File: config.mk
export PLATFORM = sky130hd
export DESIGN_NAME = pvs_zero_run_decoder_flat
export DESIGN_NICKNAME = d
export VERILOG_FILES = /design/src/hdl/pvs_pkg.sv /design/src/hdl/pvs_byte_if.sv /design/src/hdl/pvs_word_if.sv /design/src/hdl/pvs_zero_run_decoder.sv /design/src/hdl/pvs_front.sv /design/src/hdl/pvs_cmd_fifo.sv /design/src/hdl/pvs_back.sv /design/src/flat_wrapper.sv
export SDC_FILE = /design/constraint.sdc
export NUM_CORES = 1
export LEC_CHECK = 0
export BUFFER_PORTS_ARGS = -buffer_cell sky130_fd_sc_hd__buf_2
export CAP_MARGIN = 30
export CORE_MARGIN = 8
export CORE_UTILIZATION = 45
export DETAILED_ROUTE_END_ITERATION = 8
export SLEW_MARGIN = 20
export SYNTH_ARGS = -nofsm -noshare
export SYNTH_HDL_FRONTEND = slang
export SYNTH_SLANG_ARGS = --single-unit
File: constraint.sdc
create_clock -name clk -period 16.68 [get_ports clk]
set_clock_uncertainty 0.1 [all_clocks]
set_input_delay 3.336 -clock clk [delete_from_list [all_inputs] [get_ports clk]]
set_output_delay 3.336 -clock clk [all_outputs]
set_load 0.005 [all_outputs]
File: src/hdl/pvs_pkg.sv
// ----------------------------------------------------------------------------
// pvs_pkg
// Shared types and constants of the zero-run visibility row decoder.
// ----------------------------------------------------------------------------
package pvs_pkg;

  localparam int BYTE_W      = 8;
  localparam int WORD_BYTES  = 8;
  localparam int WORD_W      = BYTE_W * WORD_BYTES;
  localparam int FILL_W      = 3;
  localparam int COUNT_W     = 4;
  localparam int CFG_W       = 14;
  localparam int QUEUE_DEPTH = 4;
  localparam int QUEUE_AW    = 2;

  typedef enum logic {
    CMD_LIT = 1'b0,
    CMD_RUN = 1'b1
  } cmd_kind_t;

  // one classified command: a literal byte or a zero run of value bytes
  typedef struct packed {
    cmd_kind_t          kind;
    logic [BYTE_W-1:0]  value;
  } cmd_t;

endpackage

File: src/hdl/pvs_byte_if.sv
// ----------------------------------------------------------------------------
// pvs_byte_if
// Valid/ready channel carrying one compressed byte per transaction.
// ----------------------------------------------------------------------------
interface pvs_byte_if;
  logic       valid;
  logic       ready;
  logic [7:0] compressed_byte;

  modport source (output valid, output compressed_byte, input ready);
  modport sink   (input valid, input compressed_byte, output ready);
endinterface

File: src/hdl/pvs_word_if.sv
// ----------------------------------------------------------------------------
// pvs_word_if
// Valid/ready channel carrying one packed decoded word per transaction.
// ----------------------------------------------------------------------------
interface pvs_word_if;
  logic        valid;
  logic        ready;
  logic [63:0] decoded_word;
  logic [3:0]  byte_count;
  logic        row_end;

  modport source (output valid, output decoded_word, output byte_count, output row_end,
                  input ready);
  modport sink   (input valid, input decoded_word, input byte_count, input row_end,
                  output ready);
endinterface

File: src/hdl/pvs_zero_run_decoder.sv
// ----------------------------------------------------------------------------
// pvs_zero_run_decoder
// Zero-run visibility row decoder with 64-bit packed output.
// ----------------------------------------------------------------------------
// The front accepts one compressed byte per cycle while its four-entry command
// queue has room; tokens and zero counts make no command. The back retires one
// command step per cycle: a literal places one byte, and a zero run places up to
// eight zeros per step (bounded by the free bytes of the current word and by the
// row end). Each cycle of the back needs the output register free or being taken.
// Throughput is set by the back packing step and the output handshake. Writing
// cluster_count drops any partly decoded row and resets the decoder; there is no
// clearing pass.
// ----------------------------------------------------------------------------
module pvs_zero_run_decoder #(
  parameter int MAX_CLUSTERS = 8192
) (
  input  logic                          clk,
  input  logic                          rst_n,
  input  logic                          cfg_we,
  input  logic [pvs_pkg::CFG_W-1:0]     cfg_wdata,
  pvs_byte_if.sink                      in_ch,
  pvs_word_if.source                    out_ch
);

  localparam int ROW_W = $clog2(MAX_CLUSTERS / 8 + 1);

  logic [ROW_W-1:0]   row_len_r;
  logic [ROW_W-1:0]   row_len_nxt;
  logic [31:0]        clusters;

  logic               q_push;
  pvs_pkg::cmd_t      q_data;
  logic               q_full;
  logic               q_not_empty;
  pvs_pkg::cmd_t      q_head;
  logic               q_pop;

  // zero clusters count as one, large counts saturate
  always_comb begin
    clusters = 32'(cfg_wdata);
    if (clusters == 32'd0) begin
      clusters = 32'd1;
    end
    if (clusters > 32'(MAX_CLUSTERS)) begin
      clusters = 32'(MAX_CLUSTERS);
    end
    row_len_nxt = ROW_W'((clusters + 32'd7) >> 3);
  end

  always_ff @(posedge clk) begin
    if (!rst_n) begin
      row_len_r <= ROW_W'(1);
    end else if (cfg_we) begin
      row_len_r <= row_len_nxt;
    end
  end

  pvs_front u_front (
    .clk      (clk),
    .rst_n    (rst_n),
    .flush    (cfg_we),
    .in_valid (in_ch.valid),
    .in_byte  (in_ch.compressed_byte),
    .in_ready (in_ch.ready),
    .q_full   (q_full),
    .q_push   (q_push),
    .q_data   (q_data)
  );

  pvs_cmd_fifo u_fifo (
    .clk       (clk),
    .rst_n     (rst_n),
    .flush     (cfg_we),
    .push      (q_push),
    .push_data (q_data),
    .pop       (q_pop),
    .full      (q_full),
    .not_empty (q_not_empty),
    .head      (q_head)
  );

  pvs_back #(
    .ROW_W (ROW_W)
  ) u_back (
    .clk         (clk),
    .rst_n       (rst_n),
    .flush       (cfg_we),
    .row_len     (row_len_r),
    .cmd_valid   (q_not_empty),
    .cmd         (q_head),
    .cmd_pop     (q_pop),
    .out_valid   (out_ch.valid),
    .out_ready   (out_ch.ready),
    .out_word    (out_ch.decoded_word),
    .out_count   (out_ch.byte_count),
    .out_row_end (out_ch.row_end)
  );

endmodule

File: src/hdl/pvs_front.sv
// ----------------------------------------------------------------------------
// pvs_front
// Accepts compressed bytes and classifies them into literal and run commands.
// ----------------------------------------------------------------------------
module pvs_front (
  input  logic            clk,
  input  logic            rst_n,
  input  logic            flush,
  input  logic            in_valid,
  input  logic [7:0]      in_byte,
  output logic            in_ready,
  input  logic            q_full,
  output logic            q_push,
  output pvs_pkg::cmd_t   q_data
);

  logic expect_r;
  logic expect_nxt;
  logic accept;

  assign in_ready = !q_full;
  assign accept   = in_valid && in_ready;

  always_comb begin
    expect_nxt   = expect_r;
    q_push       = 1'b0;
    q_data.kind  = pvs_pkg::CMD_LIT;
    q_data.value = in_byte;
    if (accept) begin
      if (expect_r) begin
        // run count; a zero count just ends the token
        expect_nxt  = 1'b0;
        q_data.kind = pvs_pkg::CMD_RUN;
        q_push      = (in_byte != 8'd0);
      end else if (in_byte == 8'd0) begin
        expect_nxt = 1'b1;
      end else begin
        q_push = 1'b1;
      end
    end
  end

  always_ff @(posedge clk) begin
    if (!rst_n || flush) begin
      expect_r <= 1'b0;
    end else begin
      expect_r <= expect_nxt;
    end
  end

endmodule

File: src/hdl/pvs_cmd_fifo.sv
// ----------------------------------------------------------------------------
// pvs_cmd_fifo
// Short command queue between the classifier and the expander.
// ----------------------------------------------------------------------------
module pvs_cmd_fifo (
  input  logic            clk,
  input  logic            rst_n,
  input  logic            flush,
  input  logic            push,
  input  pvs_pkg::cmd_t   push_data,
  input  logic            pop,
  output logic            full,
  output logic            not_empty,
  output pvs_pkg::cmd_t   head
);

  pvs_pkg::cmd_t                  slot_r [pvs_pkg::QUEUE_DEPTH];
  logic [pvs_pkg::QUEUE_AW-1:0]   wr_ptr_r;
  logic [pvs_pkg::QUEUE_AW-1:0]   rd_ptr_r;
  logic [pvs_pkg::QUEUE_AW:0]     count_r;
  logic                           do_push;
  logic                           do_pop;

  assign full      = (count_r == (pvs_pkg::QUEUE_AW+1)'(pvs_pkg::QUEUE_DEPTH));
  assign not_empty = (count_r != '0);
  assign head      = slot_r[rd_ptr_r];
  assign do_push   = push && !full;
  assign do_pop    = pop && not_empty;

  always_ff @(posedge clk) begin
    if (do_push) begin
      slot_r[wr_ptr_r] <= push_data;
    end
  end

  always_ff @(posedge clk) begin
    if (!rst_n || flush) begin
      wr_ptr_r <= '0;
      rd_ptr_r <= '0;
      count_r  <= '0;
    end else begin
      if (do_push) begin
        wr_ptr_r <= wr_ptr_r + 1'b1;
      end
      if (do_pop) begin
        rd_ptr_r <= rd_ptr_r + 1'b1;
      end
      case ({do_push, do_pop})
        2'b10:   count_r <= count_r + 1'b1;
        2'b01:   count_r <= count_r - 1'b1;
        default: count_r <= count_r;
      endcase
    end
  end

endmodule

File: src/hdl/pvs_back.sv
// ----------------------------------------------------------------------------
// pvs_back
// Expands commands into decoded bytes, packs them into words and ends rows.
// ----------------------------------------------------------------------------
module pvs_back #(
  parameter int ROW_W = 11
) (
  input  logic               clk,
  input  logic               rst_n,
  input  logic               flush,
  input  logic [ROW_W-1:0]   row_len,
  input  logic               cmd_valid,
  input  pvs_pkg::cmd_t      cmd,
  output logic               cmd_pop,
  output logic               out_valid,
  input  logic               out_ready,
  output logic [63:0]        out_word,
  output logic [3:0]         out_count,
  output logic               out_row_end
);

  localparam int CW = (ROW_W > pvs_pkg::BYTE_W) ? ROW_W : pvs_pkg::BYTE_W;

  logic [pvs_pkg::FILL_W-1:0]   fill_r;
  logic [55:0]                  buf_r;
  logic [ROW_W-1:0]             row_pos_r;
  logic [pvs_pkg::BYTE_W-1:0]   run_done_r;
  logic                         out_valid_r;
  logic [63:0]                  out_word_r;
  logic [3:0]                   out_count_r;
  logic                         out_row_end_r;

  logic                         go;
  logic [pvs_pkg::BYTE_W-1:0]   run_rem;
  logic [ROW_W-1:0]             row_left;
  logic [3:0]                   room;
  logic [3:0]                   step;
  logic [3:0]                   new_fill;
  logic [ROW_W-1:0]             new_pos;
  logic                         done;
  logic                         emit;
  logic [63:0]                  word;

  assign go       = cmd_valid && (!out_valid_r || out_ready);
  assign run_rem  = cmd.value - run_done_r;
  assign row_left = row_len - row_pos_r;
  assign room     = 4'(pvs_pkg::WORD_BYTES) - {1'b0, fill_r};

  // bytes placed this cycle: one literal, or as many zeros as fit
  always_comb begin
    step = 4'd1;
    if (cmd.kind == pvs_pkg::CMD_RUN) begin
      step = room;
      if (CW'(run_rem) < CW'(step)) begin
        step = 4'(run_rem);
      end
      if (CW'(row_left) < CW'(step)) begin
        step = 4'(row_left);
      end
    end
  end

  assign new_fill = {1'b0, fill_r} + step;
  assign new_pos  = row_pos_r + ROW_W'(step);
  assign done     = (new_pos == row_len);
  assign emit     = (new_fill == 4'(pvs_pkg::WORD_BYTES)) || done;

  always_comb begin
    word = {8'd0, buf_r};
    if (cmd.kind == pvs_pkg::CMD_LIT) begin
      word = word | (64'(cmd.value) << {fill_r, 3'b000});
    end
  end

  always_comb begin
    cmd_pop = 1'b0;
    if (go) begin
      // a run cut at the row end drops what is left of it
      cmd_pop = (cmd.kind == pvs_pkg::CMD_LIT) || done || (8'(step) == run_rem);
    end
  end

  always_ff @(posedge clk) begin
    if (!rst_n || flush) begin
      fill_r      <= '0;
      buf_r       <= '0;
      row_pos_r   <= '0;
      run_done_r  <= '0;
      out_valid_r <= 1'b0;
    end else begin
      if (go && emit) begin
        out_valid_r <= 1'b1;
      end else if (out_ready) begin
        out_valid_r <= 1'b0;
      end
      if (go) begin
        run_done_r <= cmd_pop ? '0 : run_done_r + 8'(step);
        if (emit) begin
          fill_r      <= '0;
          buf_r       <= '0;
          row_pos_r   <= done ? '0 : new_pos;
        end else begin
          fill_r    <= new_fill[pvs_pkg::FILL_W-1:0];
          buf_r     <= word[55:0];
          row_pos_r <= new_pos;
        end
      end
    end
  end

  always_ff @(posedge clk) begin
    if (go && emit) begin
      out_word_r    <= word;
      out_count_r   <= new_fill;
      out_row_end_r <= done;
    end
  end

  assign out_valid   = out_valid_r;
  assign out_word    = out_word_r;
  assign out_count   = out_count_r;
  assign out_row_end = out_row_end_r;

  a_pos_in_row: assert property (@(posedge clk) disable iff (!rst_n)
    row_pos_r < row_len)
    else $error("row position reached row length");

  a_count_range: assert property (@(posedge clk) disable iff (!rst_n)
    out_valid_r |-> (out_count_r != 4'd0) && (out_count_r <= 4'd8))
    else $error("emitted byte count out of range");

  a_partial_at_end: assert property (@(posedge clk) disable iff (!rst_n)
    (go && emit && !done) |-> (new_fill == 4'd8))
    else $error("partial word emitted before row end");

  a_pop_valid: assert property (@(posedge clk) disable iff (!rst_n)
    cmd_pop |-> cmd_valid)
    else $error("command popped from empty queue");

endmodule
File: src/flat_wrapper.sv
// flat-port wrapper written by rule: the top's interface ports become plain ports
module pvs_zero_run_decoder_flat 
#(
  parameter int MAX_CLUSTERS = 8192
)
  (clk, rst_n, cfg_we, cfg_wdata, in_ch_valid, in_ch_compressed_byte, in_ch_ready, out_ch_valid, out_ch_decoded_word, out_ch_byte_count, out_ch_row_end, out_ch_ready);
  pvs_byte_if in_ch_i ();
  pvs_word_if out_ch_i ();
  input  logic clk;
  input  logic rst_n;
  input  logic cfg_we;
  input  logic [pvs_pkg::CFG_W-1:0] cfg_wdata;
  input wire logic [$bits(in_ch_i.valid)-1:0] in_ch_valid;
  input wire logic [$bits(in_ch_i.compressed_byte)-1:0] in_ch_compressed_byte;
  output wire logic [$bits(in_ch_i.ready)-1:0] in_ch_ready;
  output wire logic [$bits(out_ch_i.valid)-1:0] out_ch_valid;
  output wire logic [$bits(out_ch_i.decoded_word)-1:0] out_ch_decoded_word;
  output wire logic [$bits(out_ch_i.byte_count)-1:0] out_ch_byte_count;
  output wire logic [$bits(out_ch_i.row_end)-1:0] out_ch_row_end;
  input wire logic [$bits(out_ch_i.ready)-1:0] out_ch_ready;
  assign in_ch_i.valid = in_ch_valid;
  assign in_ch_i.compressed_byte = in_ch_compressed_byte;
  assign in_ch_ready = in_ch_i.ready;
  assign out_ch_valid = out_ch_i.valid;
  assign out_ch_decoded_word = out_ch_i.decoded_word;
  assign out_ch_byte_count = out_ch_i.byte_count;
  assign out_ch_row_end = out_ch_i.row_end;
  assign out_ch_i.ready = out_ch_ready;
  pvs_zero_run_decoder #(.MAX_CLUSTERS(MAX_CLUSTERS)) u_core (.clk(clk), .rst_n(rst_n), .cfg_we(cfg_we), .cfg_wdata(cfg_wdata), .in_ch(in_ch_i), .out_ch(out_ch_i));
endmodule
* Yosys cells after proc, flatten, opt, wreduce, memory -nomap -nowiden *
Memories as Yosys holds them, arrays and structs flattened. A register that Yosys moved wholly into a read port is not among the register bits.
Cells that the tools add are included.

operators by class
  bitwise logic cells = 2
  shifts and indexed selects = 1
  reduce and logical (&&, ||, !) cells = 19
  $add $sub $neg = 11
  muxes and demuxes = 27
  magnitude comparators = 3
  equality and inequality tests = 6

operators with widths
  kind                                                    number
  2-to-1 mux 56 bit                                       2
  OR 56 x 64 -> 64 bit                                    1
  left shift 8 x 6 -> 64 bit                              1
  2-to-1 mux 14 bit                                       2
  2-to-1 mux 11 bit                                       2
  2-to-1 mux 4 bit                                        4
  adder 14 x 3 -> 14 bit (second input constant)          1
  greater-than comparator 14 bit (second input constant)  1
  zero test 14 bit                                        1
  2-to-1 mux 1 bit                                        12
  adder 11 x 4 -> 11 bit                                  1
  equality test 11 bit                                    1
  less-than comparator 11 x 4 -> 1 bit                    1
  subtractor 11 bit                                       1
  adder 8 x 4 -> 8 bit                                    1
  equality test 4 x 8 -> 1 bit                            1
  zero test 8 bit                                         1
  less-than comparator 8 x 4 -> 1 bit                     1
  2-to-1 mux 8 bit                                        1
  nonzero test 8 bit                                      1
  subtractor 8 bit                                        1
  one-hot mux 3 bit (2 select lines)                      1
  logical AND 1 bit                                       5
  logical OR 1 bit                                        5
  15 further kinds                                        20

word-level totals
  bits in writable memories = 36
  bits of input ports = 27
  memories = 1
  logic and storage cells = 84
  output and inout bits = 71
  register bits after elaboration = 167

memory list
  memory                depth  bits a word  rd ports  clocked after Yosys merged registers in  wr ports  RTL line            source
  u_core.u_fifo.slot_r  4      9            1         1                                        1         pvs_cmd_fifo.sv:17  pvs_pkg::cmd_t slot_r [pvs_pkg::QUEUE_DEPTH];

* Logic depth before layout (Yosys ltp) *
  depth after elaboration = 15
  gate-level depth with buffers = 41

* Modules after synthesis *
Synthesis repeated with hierarchy kept, for this count alone.

second synthesis, totals
  cells, all modules = 922
  area total of the unflattened synthesis = 9942.0 um^2

modules (own cells, without submodules)
  module                area an instance (um^2)  cells each  times used  seq. area each (um^2)
  pvs_back              7365.8                   728         1           3653.5
  pvs_cmd_fifo          1788.0                   100         1           1261.2
  pvs_zero_run_decoder  624.3                    75          1           220.2
  pvs_front             163.9                    19          1           20.0

* Least setup slack after synthesis *
Ideal clock, no wire load.

  path kind = register -> register
  start = register with a tool-made name
  end = register u_core.u_back.out_count_r[0] (netlist: u_core.u_back.out_count[0]) (enable)
  stages on the path, launching flop included = 33
  path buffers = 2
  library setup time = 0.519 ns
  period minus slack after synthesis = 11.902 ns
  data arrival time = 11.284 ns
  slack = 4.778 ns
  required time = 16.061 ns
  cells stage by stage = dfxtp_1 buf_1 mux4_2 inv_1 ha_1 inv_1 fa_1 xnor2_1 inv_1 ha_1 o21a_1 o21a_1 nor3_1 nand2_1 mux2_2 inv_1 ha_1 a2111oi_0 a21bo_2 a21oi_1 nand2_1 o211ai_1 ha_1 inv_1 fa_1 nor2b_1 o21ai_0 a2111oi_0 xnor2_1 o211ai_1 or4_1 clkbuf_1 a21oi_1

RTL lines
  what                  RTL line         source
  end signal, assigned  pvs_back.sv:114  out_count_r <= new_fill;
  end, declared         pvs_back.sv:30   logic [3:0] out_count_r;

==> run summary <==
Required @ worst endpoint: 17.00 ns
DRT Pass-1 Iters: 5
Post-synth cell types: 62
Clock share of power: 0.398
RSZ-0062 raised after global routing: false
Pin count of the biggest net entering global routing: 74
Number of synthesized flops with an enable pin: 105
Run status: completed
Core Footprint: 21700 um^2
Avg Cell Area, Syn: 10.5 um^2
Skew-Pair Late Insertion Delay: 0.50 ns
P_int: 868 uW
Async S/R FF share, synth: 0
Area of the mapped netlist: 9880 um^2
Crit path kind: register to register
GRT Total Usage: 0.172
Final hold violations: 0
Design area: 11300 um^2
ANT cells: 0
IO buf count: 97
Die area: 27000 um^2
Most frequent cell on the critical path: inv_1
Mapped Cells: 943
First-iteration detailed-routing DRC count: 464
Routed wire length per instance: 17.8 um
Cell count of the worst hold path: 2
Primary FF master, synth: edfxtp_1
Sequential-to-total area share from yosys stat: 0.522
Top Ports: 98
Number of synthesis warnings: 0
Delay of the slowest critical-path stage: 0.79 ns
GPL Wtd Cong: 0.921
Peak VDD IR: 0.0000693 V
Initial core utilization: 0.456
R2R setup slack: 5.74 ns
Initial antenna violation count: 0
CTS tree: yes
Placed inst area: 10600 um^2
Combinational fraction of design power: 0.132
Dpl hpwl: 16800 um
Slowest CP cell: a2111oi_0
Hold endpoint: u_core.u_fifo.rd_ptr_r[1]
CTS Sinks: 205
Critical Path AT: 11.26 ns
Final setup violation count: 0
Detail Route met3 WL: 1150 um
Slew HR: 0.401
Met2 Wirelength: 11000 um
Worst Path Max Fanout: 11
Root buf cell: clkbuf_16
DR top layer: met4
Routed Antenna Nets: 0
Final nets: 1112
Hold Path Origin: u_core.u_fifo.rd_ptr_r[1]
Most frequent cells in the layout: edfxtp_1, nor2_1, dfxtp_1, buf_2, o21ai_0
Die width: 164 um
Fin crit share: 0.656
Rows: 54
Worst min path class: register to register
Layout cells sized above 1: 0.158
Met1 wire length: 11200 um
Leakage: 0.00457 uW
First-pass GRT wire length: 37400 um
Switching power of the nets: 307 uW
Count of final max-slew check failures: 0
Post-cts resize count: 0
Syn_nets: 1018
CTS buffer count: 22
Startpoint types: register
FMAX: 0.0914 GHz
Setup TNS: 0 ns
Clk slew on worst S/H paths: 0.06 ns
Gr ovfl total: 0
Post-CTS Setup Inserts: 0
DR vias: 7246
Crit end category: register
Max cap viols: 0
R2r endpoint: u_core.u_fifo.count_r[2]
Final period demand of the worst path: 10.94 ns
Sw Ratio: 0.261
Flop pwr share: 0.470
Worst-Margin Slew: 0.899 ns
Detailed Route WL: 23600 um
# hold bufs at CTS: 0
Area delta synth->final: 14.6%
Vias in the first global route: 6940
Longest Clk Path Bufs: 3
# fillers: 1945
DRC: 0
Synth Register Bits: 205
Commonest non-fill, non-tap cell in the layout: edfxtp_1
H-tree levels: 1
R2R depth: 38
Die Y-Extent: 164 um
Via-per-instance ratio: 5.44
Power per cell area: 104 nW/um^2
## worst max-delay path by stage
stage	from	end	slack, ns	cells after the start
after floorplan	register	u_core.u_back.out_count[0]	4.78	32
final	register	u_core.u_fifo.count_r[2]	5.74	38
after detailed placement	register	u_core.u_fifo.count_r[2]	5.89	37
after global routing	register	u_core.u_fifo.count_r[2]	4.89	38
after global placement	register	u_core.u_fifo.count_r[2]	6.20	38
after CTS	register	u_core.u_fifo.count_r[2]	5.86	38
## synthesized netlist by cell type (all sizes together), types with 4 or more instances
cell     count  share of area
a2111oi      6         0.0053
a211oi       6         0.0051
a21o        68          0.052
a21oi       46          0.023
a31oi        7         0.0044
and2        22          0.014
buf         10         0.0073
clkbuf      27          0.010
dfxtp      100           0.20
edfxtp     105           0.32
fa           6          0.012
ha          42          0.053
inv         49          0.019
mux2         4         0.0046
mux2i        6         0.0061
mux4         9          0.021
nand2       47          0.018
nand2b      10         0.0063
nand3       20          0.010
nand3b       4         0.0030
nor2       103          0.039
nor2b        8         0.0051
nor3        24          0.012
nor3b        6         0.0046
nor4         7         0.0044
o2111ai      5         0.0044
o211a        5         0.0051
o211ai       8         0.0061
o21a         8         0.0061
o21ai       85          0.043
o22ai        8         0.0051
or3          7         0.0044
xnor2       25          0.022
xor2        18          0.016
## final cells by class
type,instances,area [um^2],area share
clock buffer,26,586,0.0517
multi-input combinational,652,4390,0.387
inverter,49,184,0.0162
timing repair buffer,107,551,0.0486
clock inverter,13,113,0.00994
tap,280,350,0.0309
sequential,205,5150,0.455
## stage by stage
stage,std cells,util,setup slack (ns),total power [uW],hold slack [ns]
after floorplan,943,-,4.78,669,0.345
after global placement,1289,0.489,6.20,718,0.369
after detailed placement,1289,0.489,5.89,719,0.377
after CTS,1328,0.521,5.86,1180,0.385
after global routing,1332,0.522,4.89,1220,0.401
final,1332,0.522,5.74,1180,0.378
## power by group through the flow
stage / Clock (uW) / Sequential (uW) / Combinational (uW)
after CTS: 476 / 553 / 156
after global placement: 0 / 563 / 155
after global routing: 496 / 554 / 172
after detailed placement: 0 / 564 / 155
final: 468 / 552 / 156
after floorplan: 0 / 562 / 107
## registers in the layout (all words and copies together), names as in the netlist, named ones only
signal / cells
u_core.row_len_r: 11
u_core.u_back.buf_r: 56
u_core.u_back.fill_r: 3
u_core.u_back.out_count: 4
u_core.u_back.out_row_end: 1
u_core.u_back.out_valid: 1
u_core.u_back.out_word: 64
u_core.u_back.row_pos_r: 11
u_core.u_back.run_done_r: 8
u_core.u_fifo.count_r: 3
u_core.u_fifo.rd_ptr_r: 2
u_core.u_fifo.slot_r: 36
u_core.u_fifo.wr_ptr_r: 2
u_core.u_front.expect_r: 1
## critical path, delay by kind of cell, from the launching register on
kind / cells / cell delay (ns)
AOI/OAI and AO/OA: 11 / 3.32
and+or+nand+nor: 8 / 2.28
adders and majority gates: 8 / 2.25
muxes: 2 / 1.03
DFF: 1 / 0.73
xor gates and xnor gates: 3 / 0.66
buffers and inverters: 6 / 0.47
## per-layer routing
metal / vias up / GRT usage
met5: - / 0
met1: 3426 / 0.239
met4: 0 / 0.0409
met3: 30 / 0.0256
met2: 168 / 0.279
li1: 3622 / -
## cell families after synthesis
kind of cell / Yosys count / share of synthesized area
multiplexers: 19 / 0.0312
buffers and inverters: 86 / 0.0362
adder cells (fa/ha/maj): 48 / 0.0653
XOR/XNOR: 43 / 0.0381
AND/OR/NAND/NOR: 270 / 0.130
AO/OA/AOI/OAI: 272 / 0.177
flip-flops: 205 / 0.522
Note: power is estimated with default switching activity, not from simulation.
